`src/hdl/fbpa_pkg.sv`:
```
// fbpa_pkg: shared types and constants for the fixed block pool allocator.
// Used by fbpa_ctrl, fbpa_dp and fixed_block_pool_allocator; depends on nothing.
package fbpa_pkg;

    localparam int POOL_BLOCKS = 64;
    localparam int IDX_W       = $clog2(POOL_BLOCKS);
    localparam int CNT_W       = $clog2(POOL_BLOCKS + 1);
    localparam int STAT_W      = 2;

    // request opcodes
    localparam logic OP_GET = 1'b0;
    localparam logic OP_PUT = 1'b1;

    typedef enum logic [STAT_W-1:0] {
        ST_OK        = 2'd0,
        ST_EMPTY     = 2'd1,
        ST_NONE_USED = 2'd2
    } t_status;

    typedef enum logic {
        S_IDLE = 1'b0,
        S_EXEC = 1'b1
    } t_state;

    // controller -> datapath commands
    typedef struct packed {
        logic capture;  // latch request fields, start link read at head
        logic exec;     // apply the request and register the result
    } t_cmd;

endpackage

```
`src/hdl/fbpa_ctrl.sv`:
```
// fbpa_ctrl: request sequencer for the block pool allocator.
// Depends on fbpa_pkg; drives commands into fbpa_dp.
module fbpa_ctrl (
    input  logic          i_clk,
    input  logic          i_rst_n,
    input  logic          start,
    output logic          busy,
    output fbpa_pkg::t_cmd o_cmd
);
    import fbpa_pkg::*;

    t_state r_state;
    t_state n_state;

    always_ff @(posedge i_clk) begin
        if (!i_rst_n) begin
            r_state <= S_IDLE;
        end else begin
            r_state <= n_state;
        end
    end

    always_comb begin
        n_state = r_state;
        unique case (r_state)
            S_IDLE: begin
                if (start) begin
                    n_state = S_EXEC;
                end
            end
            S_EXEC: n_state = S_IDLE;
            default: n_state = S_IDLE;
        endcase
    end

    always_comb begin
        o_cmd = '0;
        busy  = 1'b0;
        unique case (r_state)
            S_IDLE: o_cmd.capture = start;
            S_EXEC: begin
                o_cmd.exec = 1'b1;
                busy       = 1'b1;
            end
            default: busy = 1'b0;
        endcase
    end

endmodule

```
`src/hdl/fbpa_dp.sv`:
```
// fbpa_dp: free-list datapath: link memory, head pointer, counters, result regs.
// Depends on fbpa_pkg; sequenced by fbpa_ctrl.
module fbpa_dp (
    input  logic                      i_clk,
    input  logic                      i_rst_n,
    input  fbpa_pkg::t_cmd            i_cmd,
    input  logic                      i_op,
    input  logic [fbpa_pkg::IDX_W-1:0] i_return_index,
    output logic                      o_done,
    output logic [fbpa_pkg::IDX_W-1:0] o_granted_index,
    output logic [fbpa_pkg::STAT_W-1:0] o_status,
    output logic [fbpa_pkg::CNT_W-1:0] o_free_blocks
);
    import fbpa_pkg::*;

    logic [IDX_W-1:0] r_link_mem [POOL_BLOCKS];
    logic [POOL_BLOCKS-1:0] r_link_vld;   // unwritten entry reads as index + 1

    logic [IDX_W-1:0] r_head;
    logic [CNT_W-1:0] r_free_cnt;
    logic [CNT_W-1:0] r_used_cnt;

    logic             r_op;
    logic [IDX_W-1:0] r_ret;
    logic [IDX_W-1:0] r_rd_data;
    logic             r_rd_vld;
    logic [IDX_W-1:0] r_rd_dflt;

    logic             r_done;
    logic [IDX_W-1:0] r_granted;
    t_status          r_status;
    logic [CNT_W-1:0] r_free_out;

    logic [IDX_W-1:0] n_head_dflt;
    logic [IDX_W-1:0] link_next;
    logic             do_get;
    logic             do_put;

    // reset link of the head entry: head + 1, wrapping at the pool end
    always_comb begin
        if (r_head == IDX_W'(POOL_BLOCKS - 1)) begin
            n_head_dflt = '0;
        end else begin
            n_head_dflt = r_head + IDX_W'(1);
        end
    end

    assign link_next = r_rd_vld ? r_rd_data : r_rd_dflt;
    assign do_get    = i_cmd.exec && (r_op == OP_GET) && (r_free_cnt != '0);
    assign do_put    = i_cmd.exec && (r_op == OP_PUT) && (r_used_cnt != '0);

    // link memory: read at head on capture, written on put
    always_ff @(posedge i_clk) begin
        if (i_cmd.capture) begin
            r_rd_data <= r_link_mem[r_head];
        end
        if (do_put) begin
            r_link_mem[r_ret] <= r_head;
        end
    end

    // request capture (payload)
    always_ff @(posedge i_clk) begin
        if (i_cmd.capture) begin
            r_op      <= i_op;
            r_ret     <= i_return_index;
            r_rd_dflt <= n_head_dflt;
        end
    end

    always_ff @(posedge i_clk) begin
        if (!i_rst_n) begin
            r_link_vld <= '0;
            r_rd_vld   <= 1'b0;
            r_head     <= '0;
            r_free_cnt <= CNT_W'(POOL_BLOCKS);
            r_used_cnt <= '0;
            r_done     <= 1'b0;
        end else begin
            r_done <= i_cmd.exec;
            if (i_cmd.capture) begin
                r_rd_vld <= r_link_vld[r_head];
            end
            if (do_get) begin
                r_head     <= link_next;
                r_free_cnt <= r_free_cnt - CNT_W'(1);
                r_used_cnt <= r_used_cnt + CNT_W'(1);
            end else if (do_put) begin
                r_link_vld[r_ret] <= 1'b1;
                r_head            <= r_ret;
                r_free_cnt        <= r_free_cnt + CNT_W'(1);
                r_used_cnt        <= r_used_cnt - CNT_W'(1);
            end
        end
    end

    // result registers
    always_ff @(posedge i_clk) begin
        if (i_cmd.exec) begin
            r_granted  <= do_get ? r_head : '0;
            r_free_out <= r_free_cnt;
            r_status   <= ST_OK;
            if (do_get) begin
                r_free_out <= r_free_cnt - CNT_W'(1);
            end else if (do_put) begin
                r_free_out <= r_free_cnt + CNT_W'(1);
            end else if (r_op == OP_GET) begin
                r_status <= ST_EMPTY;
            end else begin
                r_status <= ST_NONE_USED;
            end
        end
    end

    assign o_done          = r_done;
    assign o_granted_index = r_granted;
    assign o_status        = r_status;
    assign o_free_blocks   = r_free_out;

endmodule

```
`src/hdl/fixed_block_pool_allocator.sv`:
```
// fixed_block_pool_allocator: top level of the LIFO free-list block allocator.
// Depends on fbpa_pkg, fbpa_ctrl and fbpa_dp.
//
//  channel   handshake                 fields
//  --------  ------------------------  -----------------------------------------
//  request   start (in) / busy (out)   i_op, i_return_index
//  result    o_done strobe, 1 cycle    o_granted_index, o_status, o_free_blocks
//
// A request runs through a capture cycle, which starts the registered read of
// the link at the head, and an execute cycle, which pops or pushes and loads
// the result. busy is high only in the execute cycle, so a new request is
// taken in the cycle o_done is shown and never before the last one has executed;
// the registered read port of the link memory sets this pace.
// Synchronous active-low reset: all blocks free, head 0, list in index order.
// Link entries not yet written read as index + 1 through per-entry valid bits,
// so no clearing pass is needed. The receiver cannot stall results.
module fixed_block_pool_allocator (
    input  logic                        i_clk,
    input  logic                        i_rst_n,
    input  logic                        start,
    output logic                        busy,
    input  logic                        i_op,
    input  logic [fbpa_pkg::IDX_W-1:0]  i_return_index,
    output logic                        o_done,
    output logic [fbpa_pkg::IDX_W-1:0]  o_granted_index,
    output logic [fbpa_pkg::STAT_W-1:0] o_status,
    output logic [fbpa_pkg::CNT_W-1:0]  o_free_blocks
);
    import fbpa_pkg::*;

    // command bundle from the sequencer into the datapath
    t_cmd cmd;

    fbpa_ctrl u_ctrl (
        .i_clk   (i_clk),
        .i_rst_n (i_rst_n),
        .start   (start),
        .busy    (busy),
        .o_cmd   (cmd)
    );

    // link memory, head pointer, free/used counters and result registers
    fbpa_dp u_dp (
        .i_clk           (i_clk),
        .i_rst_n         (i_rst_n),
        .i_cmd           (cmd),
        .i_op            (i_op),
        .i_return_index  (i_return_index),
        .o_done          (o_done),
        .o_granted_index (o_granted_index),
        .o_status        (o_status),
        .o_free_blocks   (o_free_blocks)
    );

endmodule

```
`config.mk`:
```
export PLATFORM = sky130hd
export DESIGN_NAME = fixed_block_pool_allocator
export DESIGN_NICKNAME = d
export VERILOG_FILES = /design/src/hdl/fbpa_pkg.sv /design/src/hdl/fbpa_ctrl.sv /design/src/hdl/fbpa_dp.sv /design/src/hdl/fixed_block_pool_allocator.sv
export SDC_FILE = /design/constraint.sdc
export NUM_CORES = 1
export LEC_CHECK = 0
export ABC_AREA = 1
export ABC_CLOCK_PERIOD_IN_PS = 2800
export BUFFER_PORTS_ARGS = -buffer_cell sky130_fd_sc_hd__buf_2
export CAP_MARGIN = 0
export CORE_MARGIN = 4
export CORE_UTILIZATION = 35
export DETAILED_ROUTE_END_ITERATION = 6
export GPL_ROUTABILITY_DRIVEN = 0
export PLACE_DENSITY = 0.5
export REMOVE_ABC_BUFFERS = 1
export SYNTH_ARGS = -nofsm -noshare
export SYNTH_HDL_FRONTEND = slang
export SYNTH_SLANG_ARGS = --single-unit
```
`constraint.sdc`:
```
create_clock -name i_clk -period 2.8 [get_ports i_clk]
set_input_delay 0.42 -clock i_clk [delete_from_list [all_inputs] [get_ports i_clk]]
set_output_delay 0.42 -clock i_clk [all_outputs]
set_load 0.01 [all_outputs]
```
==> metrics.md <==
| Metric | Value |
|---|---|
| Largest net degree at the start of global routing | 140 |
| Leading area contributor after synthesis | edfxtp_1 |
| Clock Path Buffers | 3 |
| Cell area after layout | between 20,000 and 25,000 sq um |
| Syn_area_per_cell | 10.80 sq um |
| Worst Path Required | 3.29 ns |
| Hold WS | approximately 0.033 ns |
| Number of synthesized flops with an enable pin | 418 |
| Vias per Instance | ~5.0 |
| Setup crit start | u_dp.r_free_cnt[0] |
| Routed wire length | between 50 and 60 mm |
| Reg-to-reg startpoint | u_dp.r_free_cnt[0] |
| CP Capture Type | flop |
| Vias in the first global route | 13,480 |
| Hold Fails Final Rpt | 0 |
| First-pass GRT wire length | ~82 mm |
| H-tree lvl count | 2 |
| Relative max-transition margin | 0.4833 |
| Global route total overflow | 0 |
| Worst Hold Path Cells | 1 |
| Port bufs | 26 |
| Site Rows | 89 |
| Fill count | roughly 5,700 |
| # nets final | around 2,000 |
| Status | completed |
| Total Routing Usage GR | 0.1657 |
| Crit start category | flop |
| RSZ-0062 raised after global routing | false |
| IO Count | 27 |
| Post-synth top area share | 0.6004 |
| Pwr dens | 713.3 nW/um^2 |
| CTS tree | built |
| Worst Min Path Start | i_return_index[1] |
| R2r worst-path depth | 16 |
| Leak | between 9 and 10 nW |
| DRT iter0 DRCs | 1,208 |
| DP Area | 22,110 sq um |
| Top-count cell post-synth | edfxtp_1 |
| Drt wl/cell | 18.98 um |
| Clk root buf | clkbuf_16 |
| Die Area | around 64,000 sq um |
| Area Overhead vs Synth | 14.68% |
| Top cells by area, synth | edfxtp_1 (60%), dfxtp_1 (8.3%), nand2_1 (5.5%), nor2_1 (5.2%), o21ai_0 (4.4%) |
| Mapped cell area | around 21,000 sq um |
| Final setup TNS | 0 ns |
| Setup Skew | ~0.024 ns |
| N_diodes | 0 |
| Minimum clock period | 2.473 ns |
| Worst Path Max Fanout | 9 |
| Tcrit/Tclk final | 0.8831 |
| Max-slew violations | 0 |
| Synth Flop Type | edfxtp_1 |
| Worst-Margin Slew | a little under 0.8 ns |
| Cell variety after synth | 35 |
| Worst Hold Class | primary input to flop |
| Peak VDD IR | around 0.48 mV |
| Max Clk Rate | 404.4 MHz |
| Num CTS Buffers | 56 |
| Setup-failing EPs final | 0 |
| Warnings from Yosys | 0 |
| Post-synthesis sequential area ratio | 0.6837 |
| Core Region | 59,130 sq um |
| Die height | around 250 um |
| Share of cells above drive strength 1 | 0.09877 |
| Worst-Skew Late Latency | between 0.6 and 0.7 ns |
| Initial DRT Pass Iterations | 5 |
| Cells after Synth | between 1,500 and 2,000 |
| Setup Fix Bufs, Post-CTS | 0 |
| Die width | about 250 um |
| Post-synth top cells | edfxtp_1 (418), nand2_1 (306), nor2_1 (288) |
| Sink Count | 505 |
| Worst Path Arrival | roughly 3.0 ns |
| FFs w/ async S/R, synth | 0 |
| Crit path kind | flop to flop |
| #FFs+latches synth | 505 |
| Starting Density | 0.3536 |
| Via count | 14,040 |
| Clock slew at reported path FFs | approximately 0.060 ns |
| DRC Markers | 0 |
| Max Cap Viol | 0 |
| Initial antenna violation count | 0 |
| Dpl hpwl | roughly 32 mm |
| Final ANT Viol Nets | 0 |
==> path summary, 6_finish.rpt <==
check	end	slack, ns
setup / recovery	u_dp.r_used_cnt[6]	0.33
hold / removal	u_dp.r_ret[1]	0.03
setup reg to reg	u_dp.r_used_cnt[6]	0.33
hold reg to reg	u_dp.r_link_vld[28]	0.45
==> cell families (layout without fill, tap and decap cells) <==
family	Yosys count	in the layout	share of synthesized area
simple gates	706	706	0.1350
flops	505	505	0.6837
compound gates	410	410	0.1088
buf+inv	292	392	0.06110
xor+xnor	12	12	0.005027
fa+ha+maj	10	10	0.006344
==> state kept, by name, summed over array words and instances (netlist names) <==
signal                flops
u_dp.o_granted_index      6
u_dp.r_head               6
u_dp.r_link_mem         384
u_dp.r_link_vld          64
u_dp.o_done               1
u_dp.r_ret                6
u_dp.r_used_cnt           7
u_dp.r_op                 1
u_ctrl.r_state            1
u_dp.o_status             2
u_dp.r_rd_vld             1
u_dp.r_free_cnt           7
u_dp.r_rd_dflt            6
u_dp.r_rd_data            6
u_dp.o_free_blocks        7
==> placed cells by master (no fill, tap or decap), types with 14 or more instances in the layout <==
cell       netlist  layout
clkbuf_1        41      18
inv_1          185     184
nand2_1        306     306
nand3_1         80      80
dfxtp_1         87      81
o211ai_1        57      57
o21ai_1         35      36
nor3_1          14      14
o21ai_0        184     183
buf_4            9      60
nor2_1         288     288
edfxtp_1       418     418
o22ai_1         38      38
a21oi_1         84      84
clkbuf_16        0      57
buf_2           37      26
==> through the flow <==
stage / util / setup WS (ns) / cells / power [mW]
floorplan: - / -6.483 / 1832 / 9.327
global placement: 0.3739 / 0.2544 / 2701 / 9.873
detailed placement: 0.3739 / 0.2755 / 2701 / 9.879
CTS: 0.4055 / 0.2465 / 2808 / 17.29
global route: 0.4055 / 0.07456 / 2808 / 17.76
finish: 0.4055 / 0.3272 / 2808 / 17.10
==> timing repair <==
action	CTS	global route
resized for setup	0	1
hold buffers	1	0
endpoints found under the setup margin	0	1
endpoints found under the hold margin	1	0
==> worst max-delay path: stages (launching register included) <==
cell,delay [ns]
dfxtp_1,0.35
inv_1,0.10
ha_1,0.22
nand2_1,0.14
nor2_2,0.07
a21boi_4,0.17
inv_2,0.13
ha_1,0.38
nand2_1,0.08
o21ai_1,0.19
nand2_1,0.08
nand2_1,0.06
nand2_1,0.06
nand2_1,0.06
nand2_1,0.06
a21oi_1,0.14
nor2_1,0.06
==> report_power, final <==
part | switching (mW) | internal, mW
Combinational | 0.983 | 0.418
Clock | 2.95 | 4.44
Sequential | 0.0682 | 8.25
Total | 4.00 | 13.1
==> layout make-up <==
class / count / area (sq um) / area share
repair buffers: 97 / 790.8 / 0.03298
clock buffers: 84 / 1618 / 0.06748
clock inverters: 22 / 241.5 / 0.01007
multi-input cells: 1138 / 5335 / 0.2225
well taps: 773 / 967.2 / 0.04034
inverters: 189 / 714.4 / 0.02980
flip-flops and latches: 505 / 14310 / 0.5968
==> metal layers <==
layer  share of wire  global-route usage  up-vias
met5               0                   0        -
li1                -                   -     6758
met1            0.47              0.2444     6843
met2            0.44              0.2514      361
met3           0.061             0.03313       75
met4           0.024             0.04406        0
No activity file was read; power rests on OpenSTA's default activity.
